--- src/rtl/lfc_pkg.sv ---
// Shared types, action codes and register defaults for the line follower turn controller.
`timescale 1ns / 1ps

package lfc_pkg;

    localparam int SPEED_W = 7;
    localparam int HOLD_W  = 6;
    localparam int DRIVE_W = 8;
    localparam int ACT_W   = 3;
    localparam int CFG_IDX_W  = 2;
    localparam int CFG_DATA_W = SPEED_W;

    localparam logic [ACT_W-1:0] ACT_HOLD    = 3'd0;
    localparam logic [ACT_W-1:0] ACT_FORWARD = 3'd1;
    localparam logic [ACT_W-1:0] ACT_NUDGE   = 3'd2;
    localparam logic [ACT_W-1:0] ACT_LEFT    = 3'd3;
    localparam logic [ACT_W-1:0] ACT_RIGHT   = 3'd4;
    localparam logic [ACT_W-1:0] ACT_STOP    = 3'd5;

    localparam logic [CFG_IDX_W-1:0] CFG_DRIVE_SPEED     = 2'd0;
    localparam logic [CFG_IDX_W-1:0] CFG_TURN_SPEED      = 2'd1;
    localparam logic [CFG_IDX_W-1:0] CFG_TURN_HOLD_TICKS = 2'd2;

    localparam logic [SPEED_W-1:0] DRIVE_SPEED_RST     = 7'd70;
    localparam logic [SPEED_W-1:0] TURN_SPEED_RST      = 7'd85;
    localparam logic [HOLD_W-1:0]  TURN_HOLD_TICKS_RST = 6'd10;
    localparam logic [HOLD_W-1:0]  HOLD_MAX            = 6'd63;

    typedef struct packed {
        logic sense_left;
        logic sense_right;
        logic sense_mid_left;
        logic sense_mid_right;
    } sense_t;

    typedef struct packed {
        logic [ACT_W-1:0]          action;
        logic signed [DRIVE_W-1:0] left_drive;
        logic signed [DRIVE_W-1:0] right_drive;
        logic                      left_indicator;
        logic                      right_indicator;
    } motor_t;

    // One side's armed turn state.
    typedef struct packed {
        logic              armed;
        logic [HOLD_W-1:0] count;
        logic              flash;
    } side_t;

endpackage

--- src/rtl/line_follower_turn_controller.sv ---
// Line follower turn controller: sensor word in, motor command word out.
// A command word is on out_data with out_valid once it has passed the input register and then the result register.
// Throughput: one word per cycle unless out_ready stalls the result register; an input register and
// a result register stand between the two handshakes, and the whole decision is one pass between them.
// Reset: rst_n clears all turn, realign, hold and flash state and loads the
// default speeds (70, 85) and hold threshold (10); no words are in flight after reset.
`timescale 1ns / 1ps

module line_follower_turn_controller (
    input  logic                           clk,
    input  logic                           rst_n,
    input  logic                           in_valid,
    output logic                           in_ready,
    input  lfc_pkg::sense_t                in_data,
    output logic                           out_valid,
    input  logic                           out_ready,
    output lfc_pkg::motor_t                out_data,
    input  logic                           cfg_write,
    input  logic [lfc_pkg::CFG_IDX_W-1:0]  cfg_index,
    input  logic [lfc_pkg::CFG_DATA_W-1:0] cfg_data
);
    import lfc_pkg::*;

    logic [SPEED_W-1:0] drive_speed_reg;
    logic [SPEED_W-1:0] turn_speed_reg;
    logic [HOLD_W-1:0]  turn_hold_ticks_reg;

    logic   in_valid_reg;
    sense_t in_reg;
    logic   out_valid_reg;
    motor_t out_reg;
    motor_t out_next;

    side_t left_reg, right_reg, left_next, right_next;
    side_t left_mid, right_mid;
    logic  realign_left_reg, realign_right_reg, realign_count_reg;
    logic  realign_left_next, realign_right_next, realign_count_next;
    logic  realign_left_mid, realign_right_mid;

    logic             advance;
    logic             stop;
    logic             any_armed;
    logic [ACT_W-1:0] act;
    logic signed [DRIVE_W-1:0] drive_fwd, turn_pos, turn_neg;

    // While armed, bump the hold count; release once past the threshold with the middle sensor on the line.
    function automatic side_t hold_update(side_t s, logic mid, logic [HOLD_W-1:0] thresh);
        side_t r;
        r = s;
        if (s.armed)
        begin
            r.flash = 1'b1;
            if (s.count < HOLD_MAX)
            begin
                r.count = s.count + HOLD_W'(1);
            end
            if (r.count > thresh && mid)
            begin
                r.count = '0;
                r.armed = 1'b0;
                r.flash = 1'b0;
            end
        end
        return r;
    endfunction

    assign advance  = in_valid_reg && (!out_valid_reg || out_ready);
    assign in_ready = !in_valid_reg || advance;

    assign drive_fwd = DRIVE_W'(-$signed({1'b0, drive_speed_reg}));
    assign turn_pos  = $signed({1'b0, turn_speed_reg});
    assign turn_neg  = DRIVE_W'(-$signed({1'b0, turn_speed_reg}));

    always_comb
    begin
        stop      = in_reg.sense_left && in_reg.sense_right
                    && in_reg.sense_mid_left && in_reg.sense_mid_right;
        any_armed = left_reg.armed || right_reg.armed;

        left_mid          = left_reg;
        right_mid         = right_reg;
        realign_left_mid  = realign_left_reg;
        realign_right_mid = realign_right_reg;
        act               = ACT_FORWARD;

        priority if (left_reg.armed && !right_reg.armed)
        begin
            act = ACT_LEFT;
        end
        else if (right_reg.armed && !left_reg.armed)
        begin
            act = ACT_RIGHT;
        end
        else if (in_reg.sense_left && !any_armed)
        begin
            act             = ACT_NUDGE;
            left_mid.armed  = 1'b1;
            right_mid.armed = 1'b0;
        end
        else if (in_reg.sense_right && !any_armed)
        begin
            act             = ACT_NUDGE;
            left_mid.armed  = 1'b0;
            right_mid.armed = 1'b1;
        end
        else if (realign_left_reg)
        begin
            act = ACT_LEFT;
        end
        else if (realign_right_reg)
        begin
            act = ACT_RIGHT;
        end
        else if (in_reg.sense_mid_left)
        begin
            act              = ACT_HOLD;
            realign_left_mid = 1'b1;
        end
        else if (in_reg.sense_mid_right)
        begin
            act               = ACT_HOLD;
            realign_right_mid = 1'b1;
        end
        else
        begin
            act = ACT_FORWARD;
        end

        // Realign timer
        realign_left_next  = realign_left_mid;
        realign_right_next = realign_right_mid;
        realign_count_next = realign_count_reg;
        if (realign_left_mid || realign_right_mid)
        begin
            if (realign_count_reg)
            begin
                realign_count_next = 1'b0;
                realign_left_next  = 1'b0;
                realign_right_next = 1'b0;
            end
            else
            begin
                realign_count_next = 1'b1;
            end
        end

        left_next  = hold_update(left_mid, in_reg.sense_mid_left, turn_hold_ticks_reg);
        right_next = hold_update(right_mid, in_reg.sense_mid_right, turn_hold_ticks_reg);

        out_next.action          = act;
        out_next.left_indicator  = left_next.flash;
        out_next.right_indicator = right_next.flash;
        unique case (act)
            ACT_FORWARD, ACT_NUDGE:
            begin
                out_next.left_drive  = drive_fwd;
                out_next.right_drive = drive_fwd;
            end
            ACT_LEFT:
            begin
                out_next.left_drive  = turn_pos;
                out_next.right_drive = turn_neg;
            end
            ACT_RIGHT:
            begin
                out_next.left_drive  = turn_neg;
                out_next.right_drive = turn_pos;
            end
            default:
            begin
                out_next.left_drive  = '0;
                out_next.right_drive = '0;
            end
        endcase

        // All four on the line: stop, keep state
        if (stop)
        begin
            out_next.action          = ACT_STOP;
            out_next.left_drive      = '0;
            out_next.right_drive     = '0;
            out_next.left_indicator  = left_reg.flash;
            out_next.right_indicator = right_reg.flash;
            left_next          = left_reg;
            right_next         = right_reg;
            realign_left_next  = realign_left_reg;
            realign_right_next = realign_right_reg;
            realign_count_next = realign_count_reg;
        end
    end

    always_ff @(posedge clk or negedge rst_n)
    begin
        if (!rst_n)
        begin
            drive_speed_reg     <= DRIVE_SPEED_RST;
            turn_speed_reg      <= TURN_SPEED_RST;
            turn_hold_ticks_reg <= TURN_HOLD_TICKS_RST;
        end
        else if (cfg_write)
        begin
            unique case (cfg_index)
                CFG_DRIVE_SPEED:     drive_speed_reg     <= cfg_data;
                CFG_TURN_SPEED:      turn_speed_reg      <= cfg_data;
                CFG_TURN_HOLD_TICKS: turn_hold_ticks_reg <= cfg_data[HOLD_W-1:0];
                default:             ;
            endcase
        end
    end

    always_ff @(posedge clk or negedge rst_n)
    begin
        if (!rst_n)
        begin
            in_valid_reg      <= 1'b0;
            out_valid_reg     <= 1'b0;
            left_reg          <= '0;
            right_reg         <= '0;
            realign_left_reg  <= 1'b0;
            realign_right_reg <= 1'b0;
            realign_count_reg <= 1'b0;
        end
        else
        begin
            if (in_ready)
            begin
                in_valid_reg <= in_valid;
            end
            if (advance)
            begin
                out_valid_reg     <= 1'b1;
                left_reg          <= left_next;
                right_reg         <= right_next;
                realign_left_reg  <= realign_left_next;
                realign_right_reg <= realign_right_next;
                realign_count_reg <= realign_count_next;
            end
            else if (out_ready)
            begin
                out_valid_reg <= 1'b0;
            end
        end
    end

    // Payload registers, no reset
    always_ff @(posedge clk)
    begin
        if (in_valid && in_ready)
        begin
            in_reg <= in_data;
        end
        if (advance)
        begin
            out_reg <= out_next;
        end
    end

    assign out_valid = out_valid_reg;
    assign out_data  = out_reg;

    a_single_arm: assert property (@(posedge clk) disable iff (!rst_n)
        !(left_reg.armed && right_reg.armed))
        else $error("both turns armed");

    a_hold_idle: assert property (@(posedge clk) disable iff (!rst_n)
        (!left_reg.armed -> left_reg.count == '0)
        && (!right_reg.armed -> right_reg.count == '0))
        else $error("hold count running while not armed");

    a_flash_arm: assert property (@(posedge clk) disable iff (!rst_n)
        left_reg.flash == left_reg.armed && right_reg.flash == right_reg.armed)
        else $error("indicator out of step with armed turn");

    a_realign_timer: assert property (@(posedge clk) disable iff (!rst_n)
        realign_count_reg |-> (realign_left_reg || realign_right_reg))
        else $error("realign timer running with no realign flag");

endmodule

--- config.mk ---
export PLATFORM = sky130hd
export DESIGN_NAME = line_follower_turn_controller
export DESIGN_NICKNAME = d
export VERILOG_FILES = /design/src/rtl/lfc_pkg.sv /design/src/rtl/line_follower_turn_controller.sv
export SDC_FILE = /design/constraint.sdc
export NUM_CORES = 1
export LEC_CHECK = 0
export ABC_AREA = 1
export ABC_CLOCK_PERIOD_IN_PS = 2600
export BUFFER_PORTS_ARGS = -buffer_cell sky130_fd_sc_hd__buf_2
export CAP_MARGIN = 30
export CORE_MARGIN = 2
export CORE_UTILIZATION = 30
export DETAILED_ROUTE_END_ITERATION = 6
export PLACE_DENSITY_LB_ADDON = 0.12
export RECOVER_POWER = 50
export SETUP_SLACK_MARGIN = 0.05
export SLEW_MARGIN = 20
export SYNTH_ARGS = -nofsm -noshare
export SYNTH_HDL_FRONTEND = slang
export SYNTH_SLANG_ARGS = --single-unit
--- constraint.sdc ---
create_clock -name clk -period 2.6 [get_ports clk]
set_clock_uncertainty 0.05 [all_clocks]
set_input_delay 0.13 -clock clk [delete_from_list [all_inputs] [get_ports clk]]
set_output_delay 0.13 -clock clk [all_outputs]
set_load 0.03 [all_outputs]
==> results of run 1 <==
-- Yosys cell counts (all sizes together) --
master	count
o211ai	2
inv	64
nand4	7
xor2	7
dfrtp	32
nand2	117
clkbuf	3
buf	6
nor2	35
dfstp	9
ha	16
edfxtp	24
o21ai	43
clkinv	1
a31oi	1
nand3b	6
or2	1
nand3	43
a21oi	25
xnor2	5
-- what timing repair did --
item	in CTS	in global routing
gates resized for setup	1	22
setup buffers	0	6
hold buffers	7	0
pin swaps	0	9
setup endpoints to repair	1	18
hold endpoints to repair	39	0
-- through the flow --
step	cells	utilization (%)	power, uW	worst slack, ps	cell area (um^2)
after floorplan	447	-	3634	318.4	3710
after global placement	651	33.81	4064	121.0	4078
after detailed placement	651	33.81	4100	52.34	4078
after CTS	674	36.92	5392	56.35	4453
after global routing	681	37.83	5921	26.41	4563
final	681	37.83	5437	219.7	4563
-- worst reg2reg max path: cells and delay by family, from the launching register on --
kind	cells	cell delay, ps
flops	1	410
simple gates	6	620
fa+ha+maj	2	470
compound gates	3	320
buf+inv	3	260
-- cell families (layout without fill, tap and decap cells) --
group                      after synthesis  in the layout  share of synthesized area (%)
and+or+nand+nor                        209            209                          25.03
buffers and inverters                   74            140                          8.803
xor gates and xnor gates                12             12                          2.833
adders and majority gates               16             16                          5.396
DFF                                     65             65                          47.39
AOI/OAI and AO/OA                       71             71                          10.56
-- metal layers --
metal / vias up / track usage [%]
li1: 1585 / -
met1: 1381 / 19.07
met2: 42 / 19.96
met3: 7 / 2.899
met4: 0 / 4.578
met5: - / 0
-- power groups by stage --
stage / Combinational (uW) / Sequential (uW) / Clock, uW
2_1_floorplan: 1660 / 1980 / 0
3_3_place_gp: 2340 / 1720 / 0
3_5_place_dp: 2370 / 1730 / 0
4_1_cts: 2390 / 1710 / 1290
5_1_grt: 2830 / 1750 / 1340
6_report: 2470 / 1710 / 1250
-- how the worst min path moves through the flow --
stage                           start            endpoint  slack, ps  depth (start not counted)
final                     cfg_data[4]   turn_speed_reg[4]         30                          3
after global routing        out_ready           out_valid         60                          4
after CTS                 cfg_data[4]   turn_speed_reg[4]         20                          3
after detailed placement   in_data[0]           in_reg[0]        260                          1
after global placement     in_data[1]           in_reg[1]        260                          1
after floorplan                 rst_n  drive_speed_reg[0]       -220                          0
-- area by class of cell --
class | count | area, um^2 | share of cell area [%]
Clock inverter | 4 | 47.55 | 1.042
Tap cell | 168 | 210.2 | 4.607
Sequential cell | 65 | 1758 | 38.52
Inverter | 65 | 246.5 | 5.402
Clock buffer | 12 | 257.7 | 5.648
Multi-Input combinational cell | 308 | 1703 | 37.32
Timing Repair Buffer | 59 | 340.3 | 7.458
==> results.py, run 1 <==
metrics = {
    "flow_run": {
        "maxCapViolCount": 0,
    },
    "route": {
        "vias_per_cell": 4.427,
        "vias": 3015,
        "drt_wl_total_um": 8421,
        "ant_nets": 0,
        "highest_layer": "met4",
        "drt_iter0_drc": 99,
        "route.met3.wl_um": 265,
        "dr.pass1.iters": 5,
        "wl_met2_um": 3633,
        "wl_met1_um": 4406,
        "wl_per_cell_um": 12.37,
        "post-route-drc-count": 0,
    },
    "worst_setup_path": {
        "reg2regPathDepth": 14,
        "r2r_slack_ps": 220,
        "cpPeakStageDelay_ps": 410,
        "crit_slowest_cell": "dfrtp_1",
        "reg2reg_to": "out_data[0]",
        "cp.required_ps": 2630,
        "cp-endpoint": "out_data[0]",
        "crit_path_max_fanout": 5,
        "startpoint_type": "flip-flop",
        "cp-end-kind": "flip-flop",
        "setup.worst_path.start": "right_mid[1]",
        "r2r_start": "right_mid[1]",
        "path_delay_family": "simple AND/OR/NAND/NOR gates",
        "crit_chain": "ha_2 > nand2_1 > inv_2 > nand4_1 > buf_4 > nand2_2 > ha_4 > nand2_1 > nor2_2 > o21ai_0 > o211ai_1 > nand3_1 > o21ai_1 > inv_1",
        "crit_arrival_ps": 2410,
        "path_class": "reg -> reg",
        "cpMostUsedCell": "nand2_1",
        "worstPathBufferInverterCount": 3,
        "cp.depth": 14,
    },
    "floorplan": {
        "dieHeight_um": 115.2,
        "row_count": 40,
        "die_w_um": 115.2,
        "die_area_mm2": 0.01327,
        "core_area_mm2": 0.01206,
        "start_util_pct": 30.76,
        "io_pins": 41,
    },
    "clocking": {
        "cts_tree": "built",
        "htreeDepth": 3,
        "clockRootBuffer": "clkbuf_16",
        "numCtsBuffers": 9,
        "cts_max_path_buffers": 2,
        "clock_sinks": 65,
        "path_clk_slew_ps": 60,
        "clock_latency_ps": 330,
    },
    "sta": {
        "drv_slew": 0,
        "tns_ps": 0,
        "period_share_pct": 91.55,
        "setup_viol": 0,
        "period_minus_slack_ps": 2380,
        "rsz0062_at_grt": "no",
        "hold_viol_final": 0,
        "hold-worst-slack_ps": 27.23,
        "worst-slew-pin-transition_ps": 830.0,
        "max_freq_mhz": 420.1,
        "relSlewSlack_pct": 44.67,
    },
    "synth": {
        "yosysSeqAreaShare_pct": 47.39,
        "ys_ff_latch": 65,
        "synth_area_leaders": "dfrtp_1 22%, edfxtp_1 19%, nand2_1 11%",
        "synth_top_area_share_pct": 21.59,
        "yosys_warnings": 0,
        "syn_area_mm2": 0.003710,
        "ys_types": 34,
        "syn_nets": 481,
        "postSynthCellCount": 447,
        "syn_avg_cell_area_um2": 8.299,
        "synth_largest_area_cell": "dfrtp_1",
    },
    "cells_and_area": {
        "num-fill-cells": 1250,
        "antennaDiodeCount": 0,
        "layout_commonest_cell": "nand2_1",
        "largest_register_ffs": 20,
        "fin_nets": 542,
        "layout_common_cells": "107 x nand2_1, 60 x inv_1, 39 x nand3_1",
        "areaGrowthSynthToFinish_pct": 23.00,
        "drive_gt1_share_pct": 18.32,
    },
    "power_and_ir_drop": {
        "pwr_density_cell_mw_per_mm2": 1191,
        "pwr-share-clk_pct": 23.0,
        "irDropWorstVdd_mv": 0.3358,
        "p_int_uw": 3149,
        "switching_share_pct": 42.08,
        "power_frac_comb_pct": 45.5,
        "cellLeakagePower_uw": 0.002162,
        "seq_power_share_pct": 31.5,
        "switchingPower_uw": 2288,
    },
    "outcome": {
        "status": "finished clean",
    },
    "min_path": {
        "hold_path_class": "in -> reg",
    },
    "global_routing": {
        "grtUsageTotal_pct": 13.34,
        "grt_pass1_wl_um": 13710,
        "grt_max_degree": 41,
        "antenna_found_initial": 0,
        "grt.overflow.total": 0,
        "grt_pass1_vias": 2725,
    },
    "placed_design": {
        "dp_hpwl_um": 6080,
        "port_buffers": 40,
        "gp_congestion": 0.7781,
    },
}
No activity file was read; power rests on OpenSTA's default activity.
==> run 2, diff against run 1 <==
--- a/config.mk
+++ b/config.mk
@@ -5,7 +5,6 @@
 export SDC_FILE = /design/constraint.sdc
 export NUM_CORES = 1
 export LEC_CHECK = 0
-export ABC_AREA = 1
 export ABC_CLOCK_PERIOD_IN_PS = 2600
 export BUFFER_PORTS_ARGS = -buffer_cell sky130_fd_sc_hd__buf_2
 export CAP_MARGIN = 30
==> results.py, run 2 <==
metrics = {
    "outcome": {
        "status": "finished clean",
    },
    "synth": {
        "synth_area_leaders": "dfrtp_1 22%, edfxtp_1 20%, mux2_2 6.8%",
        "yosysSeqAreaShare_pct": 48.57,
        "syn_nets": 384,
        "synthArstFlopShare_pct": 63.08,
        "syn_avg_cell_area_um2": 10.34,
        "syn_area_mm2": 0.003620,
        "postSynthCellCount": 350,
        "ys.flop_type": "dfrtp_1",
        "synth_largest_area_cell": "dfrtp_1",
        "ys_ff_latch": 65,
        "ys_types": 54,
        "yosys-top-cells-count": "36 x a21oi_1, 34 x nand2_1, 32 x dfrtp_1",
        "yosysMostFrequentCell": "a21oi_1",
        "synth_edf_count": 24,
        "synth_top_area_share_pct": 22.12,
        "yosys_warnings": 0,
    },
    "worst_setup_path": {
        "crit_arrival_ps": 2650,
        "crit_chain": "ha_2 > and2_4 > nand2b_1 > mux2_4 > ha_4 > nand4_1 > o21bai_4 > a31oi_4 > o21ai_2 > a22o_1",
        "startpoint_type": "flip-flop",
        "cp-end-kind": "flip-flop",
        "cp.required_ps": 2760,
        "crit_slowest_cell": "dfrtp_1",
        "cpPeakStageDelay_ps": 390,
        "path_class": "reg -> reg",
        "crit_path_max_fanout": 3,
    },
    "global_routing": {
        "grt.overflow.total": 0,
        "grtUsageTotal_pct": 13.48,
        "antenna_found_initial": 0,
        "grt_pass1_vias": 2712,
        "grt_pass1_wl_um": 13510,
        "grt_max_degree": 24,
    },
    "sta": {
        "period_share_pct": 95.76,
        "setup_viol": 0,
        "tns_ps": 0,
        "hold_viol_final": 0,
        "relSlewSlack_pct": 28.62,
        "max_freq_mhz": 401.6,
        "drv_slew": 0,
        "period_minus_slack_ps": 2490,
        "rsz0062_at_grt": "yes",
        "hold-worst-slack_ps": 20.29,
        "worst-slew-pin-transition_ps": 1068,
    },
    "clocking": {
        "cts_max_path_buffers": 2,
        "path_clk_slew_ps": 60,
        "clock_latency_ps": 330,
        "cts_tree": "built",
        "clock_sinks": 65,
        "numCtsBuffers": 9,
        "clockRootBuffer": "clkbuf_16",
        "htreeDepth": 3,
    },
    "min_path": {
        "hold_path_class": "in -> reg",
    },
    "floorplan": {
        "row_count": 40,
        "core_area_mm2": 0.01191,
        "die_area_mm2": 0.01296,
        "dieHeight_um": 113.8,
        "io_pins": 41,
        "start_util_pct": 30.39,
        "die_w_um": 113.8,
    },
    "placed_design": {
        "dp_hpwl_um": 6060,
        "port_buffers": 40,
        "dp_cells": 546,
        "gp_congestion": 0.7590,
    },
    "cells_and_area": {
        "fin_cells": 573,
        "final_util_pct": 39.39,
        "layout_common_cells": "34 x nand2_1, 33 x a21oi_1, 32 x dfrtp_1",
        "areaGrowthSynthToFinish_pct": 29.62,
        "largest_register_ffs": 20,
        "num-fill-cells": 1208,
        "layout_commonest_cell": "nand2_1",
        "fin_nets": 455,
        "antennaDiodeCount": 0,
        "drive_gt1_share_pct": 29.58,
    },
    "route": {
        "ant_nets": 0,
        "drt_iter0_drc": 139,
        "vias_per_cell": 4.988,
        "wl_met2_um": 3903,
        "post-route-drc-count": 0,
        "wl_per_cell_um": 14.43,
        "highest_layer": "met4",
        "drt_wl_total_um": 8271,
        "route.met3.wl_um": 253,
        "dr.pass1.iters": 4,
        "wl_met1_um": 3940,
        "vias": 2858,
    },
    "power_and_ir_drop": {
        "irDropWorstVdd_mv": 0.2598,
        "pwr_density_cell_mw_per_mm2": 1161,
        "total_power_uw": 5446,
        "cellLeakagePower_uw": 0.001940,
    },
    "flow_run": {
        "maxCapViolCount": 0,
    },
}
[run 2: cell types whose count changed after synthesis, sizes merged, moves of 6 or more]
cell / previous run / this run
nand2: 117 / 34
mux2: 0 / 22
nand3: 43 / 9
nand2b: 0 / 7
a21oi: 25 / 36
inv: 64 / 16
a21o: 0 / 6
nor3: 0 / 16
nor2: 35 / 18
o21ai: 43 / 27
[run 2: layout make-up]
type	instances	area (um^2)	share of cell area, %
timing repair buffer	69	431.7	9.200
inverter	16	60.06	1.280
clock buffer	13	260.3	5.547
clock inverter	3	40.04	0.8533
multi-input combinational	260	1958	41.73
sequential	65	1758	37.47
tap	147	183.9	3.920
[run 2: metal layers]
| metal | global-route usage, % | vias to the layer above |
|---|---|---|
| li1 | - | 1430 |
| met1 | 17.69 | 1368 |
| met3 | 2.338 | 14 |
| met4 | 7.073 | 0 |
| met2 | 21.36 | 46 |
| met5 | 0 | - |
[run 2: worst paths after layout]
| check | from | slack, ps | end | cells past startpoint |
|---|---|---|---|---|
| min reg2reg | right_mid[0] | 430 | right_mid[0] | 1 |
| max | right_mid[2] | 110 | right_mid[1] | 10 |
| min in group asynchronous | rst_n | 460 | left_mid[2] | 2 |
| max reg2reg | right_mid[2] | 110 | right_mid[1] | 10 |
| max in group asynchronous | rst_n | 470 | turn_hold_ticks_reg[0] | 3 |
| min | cfg_data[5] | 20 | drive_speed_reg[5] | 2 |
[run 2: stage by stage]
stage	area [um^2]	setup WS, ps
floorplan	3627	3.588
global placement	4093	46.04
detailed placement	4120	-33.83
CTS	4551	21.59
global route	4692	-16.66
finish	4692	110.2
[run 2: power breakdown]
part | switching, uW | leakage [uW] | internal [uW]
sequential | 272 | 0.000721 | 1500
clock | 429 | 0.000150 | 791
combinational | 1420 | 0.00107 | 1030
[run 2: kinds of logic (layout without fill, tap and decap cells)]
family	count (synthesis)	after routing	share of synthesized area, %
simple gates	118	118	17.04
compound gates	93	93	16.18
flops	65	65	48.57
buf+inv	25	101	2.938
mux	23	23	7.121
fa+ha+maj	16	16	5.531
xor+xnor	10	10	2.627
[run 2: critical path: cells and delay by family, from the launching register on]
| kind | cells | cell delay (ps) |
|---|---|---|
| AO/OA/AOI/OAI | 4 | 750 |
| adder cells (fa/ha/maj) | 2 | 470 |
| flip-flops | 1 | 390 |
| multiplexers | 1 | 300 |
| AND/OR/NAND/NOR | 3 | 420 |
[run 2: repair_timing]
action	CTS	global route
hold buffers	8	0
buffers inserted	2	2
pin swaps	4	21
endpoints found under the setup margin	7	18
endpoints found under the hold margin	26	0
gates resized for setup	8	38
